===== src/rtl/ftc_pkg.sv =====
// Shared types and constants for the FAT type classifier.
// No dependencies.
package ftc_pkg;

   localparam int DvdWidth = 21;   // 32 * root_entries fits 21 bits
   localparam int RemWidth = 16;

   // clusters <= 4085 <=> data < 4086 * spc (for spc > 0)
   localparam logic [23:0] Fat12Bound = 24'd4086;
   localparam logic [23:0] Fat16Bound = 24'd65526;
   localparam logic [23:0] Fat32Min   = 24'd65526;

   typedef enum logic [1:0] {
      KIND_FAT12   = 2'd0,
      KIND_FAT16   = 2'd1,
      KIND_FAT32   = 2'd2,
      KIND_INVALID = 2'd3
   } ftc_kind_type;

   typedef struct packed {
      logic                layout32;
      logic                bad;
      logic [31:0]         total;
      logic [40:0]         base;
      logic [7:0]          spc;
      logic [15:0]         bps;
      logic [RemWidth-1:0] rem;
      logic [DvdWidth-1:0] dvd;
      logic [DvdWidth-1:0] quo;
   } ftc_item_type;

endpackage


===== src/rtl/fat_type_classifier_unit.sv =====
// FAT type classifier top level: front stage, division cell chain, classifier.
// Depends on ftc_pkg, ftc_div_cell, ftc_classify.
//
// Usage:
//   req_* carries one boot-sector parameter set per transaction; rsp_fat_kind
//   returns 0 FAT12, 1 FAT16, 2 FAT32, 3 invalid, one result per request,
//   in order.
//   The pipeline has one front stage (FAT size times copies), 21
//   division cells that each resolve one quotient bit of the root directory
//   sector count, and the classifier output register.
//   Throughput is one transaction per cycle while no result is held by rsp_stall.
//   When rsp_stall holds a valid result, the whole chain freezes and
//   req_stall is raised until the result is taken.
//   Synchronous reset empties the chain; no result is pending afterwards.
module fat_type_classifier_unit
   import ftc_pkg::*;
(
   input  logic        clock,
   input  logic        reset,
   input  logic        req_valid,
   output logic        req_stall,
   input  logic [15:0] req_fat_size16,
   input  logic [31:0] req_fat_size32,
   input  logic [7:0]  req_fat_copies,
   input  logic [15:0] req_reserved_sectors,
   input  logic [15:0] req_root_entries,
   input  logic [15:0] req_bytes_per_sector,
   input  logic [7:0]  req_sectors_per_cluster,
   input  logic [15:0] req_total_sectors16,
   input  logic [31:0] req_total_sectors32,
   output logic        rsp_valid,
   input  logic        rsp_stall,
   output logic [1:0]  rsp_fat_kind
);
   logic         en;
   logic         front_valid_ff;
   ftc_item_type front_ff, front_in;
   logic [31:0]  fsz;
   logic [39:0]  prod;
   logic         l32;

   logic         cell_valid [DvdWidth+1];
   ftc_item_type cell_item  [DvdWidth+1];

   assign en        = !(rsp_valid && rsp_stall);
   assign req_stall = !en;

   always_comb begin
      l32  = (req_fat_size16 == 16'd0);
      fsz  = l32 ? req_fat_size32 : {16'd0, req_fat_size16};
      prod = fsz * {24'd0, req_fat_copies};
      front_in.layout32 = l32;
      front_in.bad = l32 ? (req_root_entries != 16'd0 || req_total_sectors16 != 16'd0
                            || req_sectors_per_cluster == 8'd0)
                         : (req_bytes_per_sector == 16'd0 || req_sectors_per_cluster == 8'd0);
      front_in.total = (!l32 && req_total_sectors16 != 16'd0)
                       ? {16'd0, req_total_sectors16} : req_total_sectors32;
      front_in.base = {25'd0, req_reserved_sectors} + {1'b0, prod};
      front_in.spc  = req_sectors_per_cluster;
      // nonzero divisor keeps the quotient at zero for the FAT32 layout
      front_in.bps  = l32 ? 16'd1 : req_bytes_per_sector;
      front_in.rem  = '0;
      // FAT32 layout has no root directory region
      front_in.dvd  = l32 ? '0 : {req_root_entries, 5'd0};
      front_in.quo  = '0;
   end

   always_ff @(posedge clock) begin
      if (reset) begin
         front_valid_ff <= 1'b0;
      end else if (en) begin
         front_valid_ff <= req_valid;
      end
   end

   always_ff @(posedge clock) begin
      if (en) begin
         front_ff <= front_in;
      end
   end

   assign cell_valid[0] = front_valid_ff;
   assign cell_item[0]  = front_ff;

   for (genvar i = 0; i < DvdWidth; i++) begin : g_cell
      ftc_div_cell u_cell (
         .clock     (clock),
         .reset     (reset),
         .en        (en),
         .in_valid  (cell_valid[i]),
         .in_item   (cell_item[i]),
         .out_valid (cell_valid[i+1]),
         .out_item  (cell_item[i+1])
      );
   end

   ftc_classify u_classify (
      .clock     (clock),
      .reset     (reset),
      .en        (en),
      .in_valid  (cell_valid[DvdWidth]),
      .in_item   (cell_item[DvdWidth]),
      .out_valid (rsp_valid),
      .out_kind  (rsp_fat_kind)
   );

   a_stall_cause: assert property (@(posedge clock) disable iff (reset)
      req_stall |-> (rsp_valid && rsp_stall))
      else $error("input stalled without a held result");

   a_chain_freeze: assert property (@(posedge clock) disable iff (reset)
      !en |=> $stable(cell_valid[DvdWidth]) && $stable(front_valid_ff))
      else $error("chain moved while output stalled");

   a_chain_drain: assert property (@(posedge clock) disable iff (reset)
      (cell_valid[DvdWidth] && en) |=> rsp_valid)
      else $error("item lost between last cell and output");

   a_front_load: assert property (@(posedge clock) disable iff (reset)
      (req_valid && !req_stall) |=> front_valid_ff)
      else $error("accepted transaction not captured");
endmodule


===== src/rtl/ftc_div_cell.sv =====
// One restoring-division cell: produces one quotient bit of the root-dir size.
// Depends on ftc_pkg.
module ftc_div_cell
   import ftc_pkg::*;
(
   input  logic         clock,
   input  logic         reset,
   input  logic         en,
   input  logic         in_valid,
   input  ftc_item_type in_item,
   output logic         out_valid,
   output ftc_item_type out_item
);
   logic         valid_ff;
   ftc_item_type item_ff, item_in;
   logic [RemWidth:0] part, diff;
   logic         ge;

   always_comb begin
      part    = {in_item.rem, in_item.dvd[DvdWidth-1]};
      diff    = part - {1'b0, in_item.bps};
      ge      = part >= {1'b0, in_item.bps};
      item_in = in_item;
      item_in.rem = ge ? diff[RemWidth-1:0] : part[RemWidth-1:0];
      item_in.quo = {in_item.quo[DvdWidth-2:0], ge};
      item_in.dvd = {in_item.dvd[DvdWidth-2:0], 1'b0};
   end

   always_ff @(posedge clock) begin
      if (reset) begin
         valid_ff <= 1'b0;
      end else if (en) begin
         valid_ff <= in_valid;
      end
   end

   always_ff @(posedge clock) begin
      if (en) begin
         item_ff <= item_in;
      end
   end

   assign out_valid = valid_ff;
   assign out_item  = item_ff;
endmodule


===== src/rtl/ftc_classify.sv =====
// Final stage: data sector count against cluster thresholds, output register.
// Depends on ftc_pkg.
module ftc_classify
   import ftc_pkg::*;
(
   input  logic         clock,
   input  logic         reset,
   input  logic         en,
   input  logic         in_valid,
   input  ftc_item_type in_item,
   output logic         out_valid,
   output logic [1:0]   out_kind
);
   logic               valid_ff;
   ftc_kind_type       kind_ff, kind_in;
   logic [21:0]        rootsec;
   logic [41:0]        start;
   logic signed [41:0] data;
   logic [23:0]        t12, t16, t32;

   always_comb begin
      rootsec = {1'b0, in_item.quo} + {21'd0, |in_item.rem};
      start   = {1'b0, in_item.base} + {20'd0, rootsec};
      data    = $signed({10'd0, in_item.total}) - $signed(start);
      t12     = {16'd0, in_item.spc} * Fat12Bound;
      t16     = {16'd0, in_item.spc} * Fat16Bound;
      t32     = {16'd0, in_item.spc} * Fat32Min;
      priority if (in_item.bad) begin
         kind_in = KIND_INVALID;
      end else if (in_item.layout32) begin
         kind_in = (data >= $signed({18'd0, t32})) ? KIND_FAT32 : KIND_INVALID;
      end else if (data < $signed({18'd0, t12})) begin
         kind_in = KIND_FAT12;
      end else if (data < $signed({18'd0, t16})) begin
         kind_in = KIND_FAT16;
      end else begin
         kind_in = KIND_INVALID;
      end
   end

   always_ff @(posedge clock) begin
      if (reset) begin
         valid_ff <= 1'b0;
      end else if (en) begin
         valid_ff <= in_valid;
      end
   end

   always_ff @(posedge clock) begin
      if (en) begin
         kind_ff <= kind_in;
      end
   end

   assign out_valid = valid_ff;
   assign out_kind  = kind_ff;
endmodule

===== config.mk =====
export PLATFORM = sky130hd
export DESIGN_NAME = fat_type_classifier_unit
export DESIGN_NICKNAME = d
export VERILOG_FILES = /design/src/rtl/ftc_pkg.sv /design/src/rtl/fat_type_classifier_unit.sv /design/src/rtl/ftc_div_cell.sv /design/src/rtl/ftc_classify.sv
export SDC_FILE = /design/constraint.sdc
export NUM_CORES = 2
export LEC_CHECK = 0
export ABC_CLOCK_PERIOD_IN_PS = 99700
export BUFFER_PORTS_ARGS = -buffer_cell sky130_fd_sc_hd__buf_4
export CAP_MARGIN = 20
export CORE_MARGIN = 10
export CORE_UTILIZATION = 25
export CTS_CLUSTER_DIAMETER = 150
export DETAILED_ROUTE_END_ITERATION = 8
export GPL_ROUTABILITY_DRIVEN = 0
export GPL_TIMING_DRIVEN = 0
export HOLD_SLACK_MARGIN = 0.08
export PLACE_DENSITY_LB_ADDON = 0.3
export SYNTH_ARGS = -nofsm -noshare
export SYNTH_HDL_FRONTEND = slang
export SYNTH_SLANG_ARGS = --single-unit

===== constraint.sdc =====
create_clock -name clock -period 99.7 [get_ports clock]
set_clock_uncertainty 0.2 [all_clocks]
set_input_delay 4.985 -clock clock [delete_from_list [all_inputs] [get_ports clock]]
set_output_delay 4.985 -clock clock [all_outputs]
set_load 0.1 [all_outputs]

==> results.toml <==
[outcome]
status = "complete, no violations"

[grt]
initial_antenna_violation_count = 6
grt_pass1_vias = 64200
largest_net_degree_at_the_start_of_global_routing = 47
grt_first_pass_wirelength_um = 354000
grt_overall_usage_pct = 8.42
grt_overflow = 0

[worst_hold_path]
timing.hold.worst.class = "reg -> reg"

[sta]
layout_min_cycle_time_ns = 12.18
slew_headroom_pct = 34.4
max_clock_freq_mhz = 82.1
finalSetupViolCount = 0
rsz0062_at_grt = "false"
fin_setup_tns_ns = 0
worst_slack_ns = 87.52
final_hold_viol_count = 0
fin_crit_sh_pct = 12.2
finalHoldWorstSlack_ns = 0.162
worstMarginPinSlew_ns = 0.971
drv_slew = 0

[clock_network]
cts-htree-levels = 5
cts_post_setup_buffers_inserted = 0
cts_hold_buffers = 0
clkTransAtPathRegs_ns = 0.06
cts_num_sinks = 2890
tritoncts_clock_tree = "built"
clkLatencyLatePin_ns = 0.95
cts_resized = 0
clk_path_buf_depth = 4
cts-buffers-inserted = 305
root_buffer = "clkbuf_16"

[flow_run]
maxCapViolCount = 0

[synth]
post-synth-top-area-fraction_pct = 71.2
ys_top_cells_by_count = "2867 x edfxtp_1, 837 x inv_1, 556 x ha_1"
dominantRegCellSynth = "edfxtp_1"
synth.cell_area_mm2 = 0.121
synth-edff-count = 2867
synth_cell_type_count = 86
synth.avg_cell_area_um2 = 15.7
synthCells = 7691
yosysSeqAreaShare_pct = 71.6
postSynthNetCount = 8689
yosys.area.top_type = "edfxtp_1"
async_reset_ff_share_pct = 0
synthMostInstantiatedCell = "edfxtp_1"
synth.yosys.warnings = 0
synthTopCellsByArea = "edfxtp_1 71%, ha_1 5.8%, fa_1 4.6%"
ys_seq_elements = 2890

[die]
die_area_mm2 = 0.512
die_width_um = 715
std_cell_rows = 255
floorplan.die.height_um = 715
core_area_mm2 = 0.482
io_pins = 168
floorplan.initialDensity_pct = 25.1

[detailed_routing]
num_vias = 60900
remaining_drc_errors = 0
wl_per_cell_um = 14.8
antenna_left = 0
route.final.wire_length_um = 221000
detail_route.iter0.violations = 4233
avgViaCountPerCell = 4.08
detailedRoute.firstPassIterationCount = 8

[setup_path]
worst_setup_path_startpoint = "req_fat_size16[14]"
worstSetupPathType = "in -> reg"
worst_setup_path_endpoint = "cell_item[3419]"
r2r_setup_slack_ns = 91.88
crit_fanout = 10
worst-r2r-cell-count = 27
worstReg2RegStart = "g_cell[20].u_cell.out_item[76]"
worst_setup_path_end_kind = "flop"
worstReg2RegEnd = "u_classify.out_kind[0]"
worst_ep_required_time_ns = 100.09
critical_path.startpoint_type = "input pin"
critical_path_arrival_ns = 12.58

[power]
power.density_cell_area_mw_per_mm2 = 25.9
worst_ir_drop_vdd_v = 0.0000244
p_leak_nw = 57.4

[finish]
layoutNonFillerInstCount = 14900
fin_util_pct = 29.3
design.final.nets = 9241
layout_cells_sized_above_1_pct = 9.54
area_delta_synth_final_pct = 17.0

[placed_design]
preCtsSetupSlack_ns = 86.58
numPortBuffers = 164
dp_cells = 14400
hpwl_um = 160000
## metal layers
metal | wire [µm] | share of wire [%] | vias to the layer above | track usage, %
li1 | - | - | 29300 | -
met1 | 95600 | 43 | 29600 | 10.6
met2 | 107000 | 48 | 1480 | 14.4
met3 | 10300 | 4.7 | 463 | 1.60
met4 | 7970 | 3.6 | 6 | 3.06
met5 | 44 | 0.020 | - | 0
## kinds of logic after synthesis
family / count (synthesis) / share of synthesized area, %
AO/OA/AOI/OAI: 1168 / 6.00
adder cells (fa/ha/maj): 834 / 10.4
AND/OR/NAND/NOR: 1405 / 5.58
multiplexers: 137 / 1.26
buffers and inverters: 948 / 2.96
XOR/XNOR: 309 / 2.24
flip-flops: 2890 / 71.6
## layout make-up
type | instances | area (µm²)
fill | 47500 | 341000
sequential | 2890 | 86600
multi-input combinational | 3853 | 30800
tap | 6425 | 8040
clock buffer | 377 | 7990
inverter | 838 | 3150
timing repair buffer | 245 | 2860
clock inverter | 167 | 1640
buffer | 110 | 430
antenna | 1 | 2.50
## where the power goes
part / leakage (nW) / switching, mW / internal (mW)
combinational: 20.3 / 0.545 / 0.399
clock: 4.66 / 0.462 / 0.627
sequential: 32.4 / 0.0706 / 1.56
total: 57.4 / 1.08 / 2.59
## registers in the layout, summed over array words and instances, names as in the netlist
signal	flops
cell_item	115
g_cell.u_cell.out_valid	21
front_valid_ff	1
g_cell.u_cell.out_item	2750
u_classify.out_valid	1
u_classify.out_kind	2
## worst min path at each step
| stage | startpoint | slack [ns] | end | depth (start not counted) |
|---|---|---|---|---|
| 3_5_place_dp | cell_item[3421] | 0.20 | g_cell[0].u_cell.out_item[124] | 0 |
| 5_1_grt | g_cell[10].u_cell.out_item[2] | 0.19 | g_cell[11].u_cell.out_item[3] | 0 |
| 2_1_floorplan | cell_item[3397] | 0.20 | g_cell[0].u_cell.out_item[100] | 0 |
| 3_3_place_gp | g_cell[10].u_cell.out_item[39] | 0.20 | g_cell[11].u_cell.out_item[40] | 0 |
| 4_1_cts | g_cell[0].u_cell.out_item[112] | 0.17 | g_cell[1].u_cell.out_item[112] | 0 |
| 6_report | g_cell[0].u_cell.out_item[112] | 0.16 | g_cell[1].u_cell.out_item[112] | 0 |
## critical path, stage by stage
cell and delay, ns:
buf_4 0.11, nor4_1 0.38, and4_1 0.23, clkbuf_1 0.39, buf_8 0.22, clkbuf_1 0.45, a21o_1 0.43, nand2_1 0.14
fa_1 0.51, fa_1 0.51, inv_1 0.05, ha_1 0.27, inv_1 0.05, fa_1 0.61, inv_1 0.06, ha_1 0.31
a211o_1 0.31, a2111oi_2 0.49, o2111ai_1 0.22, a211o_1 0.29, a21oi_1 0.24, o21ai_1 0.18, nand2_1 0.14, a21oi_1 0.14
a2111oi_0 0.50, nor3_1 0.15, xor2_1 0.18
## placed cells by master, fill, tap and decap left out, drive strengths merged, types with 25 or more instances in the layout
master,count
nor2b,101
nand4,106
o21ai,303
edfxtp,2867
xnor2,194
nor4,51
a21oi,368
nand3,43
ha,556
mux2,121
buf,257
fa,278
and3,84
xor2,115
a31oi,25
a21boi,38
o21a,76
and2,82
nor2,298
nor3,82
o31ai,30
o21bai,37
clkbuf,475
clkinv,125
a211oi,39
nand2b,36
nand2,485
a21o,135
inv,851
## stage by stage
stage,instance area (µm²),power (mW)
2_1_floorplan,121000,2.32
3_3_place_gp,130000,2.57
3_5_place_dp,132000,2.60
4_1_cts,141000,3.72
5_1_grt,141000,3.90
6_report,141000,3.67
Power figures use the tool's default switching activity.
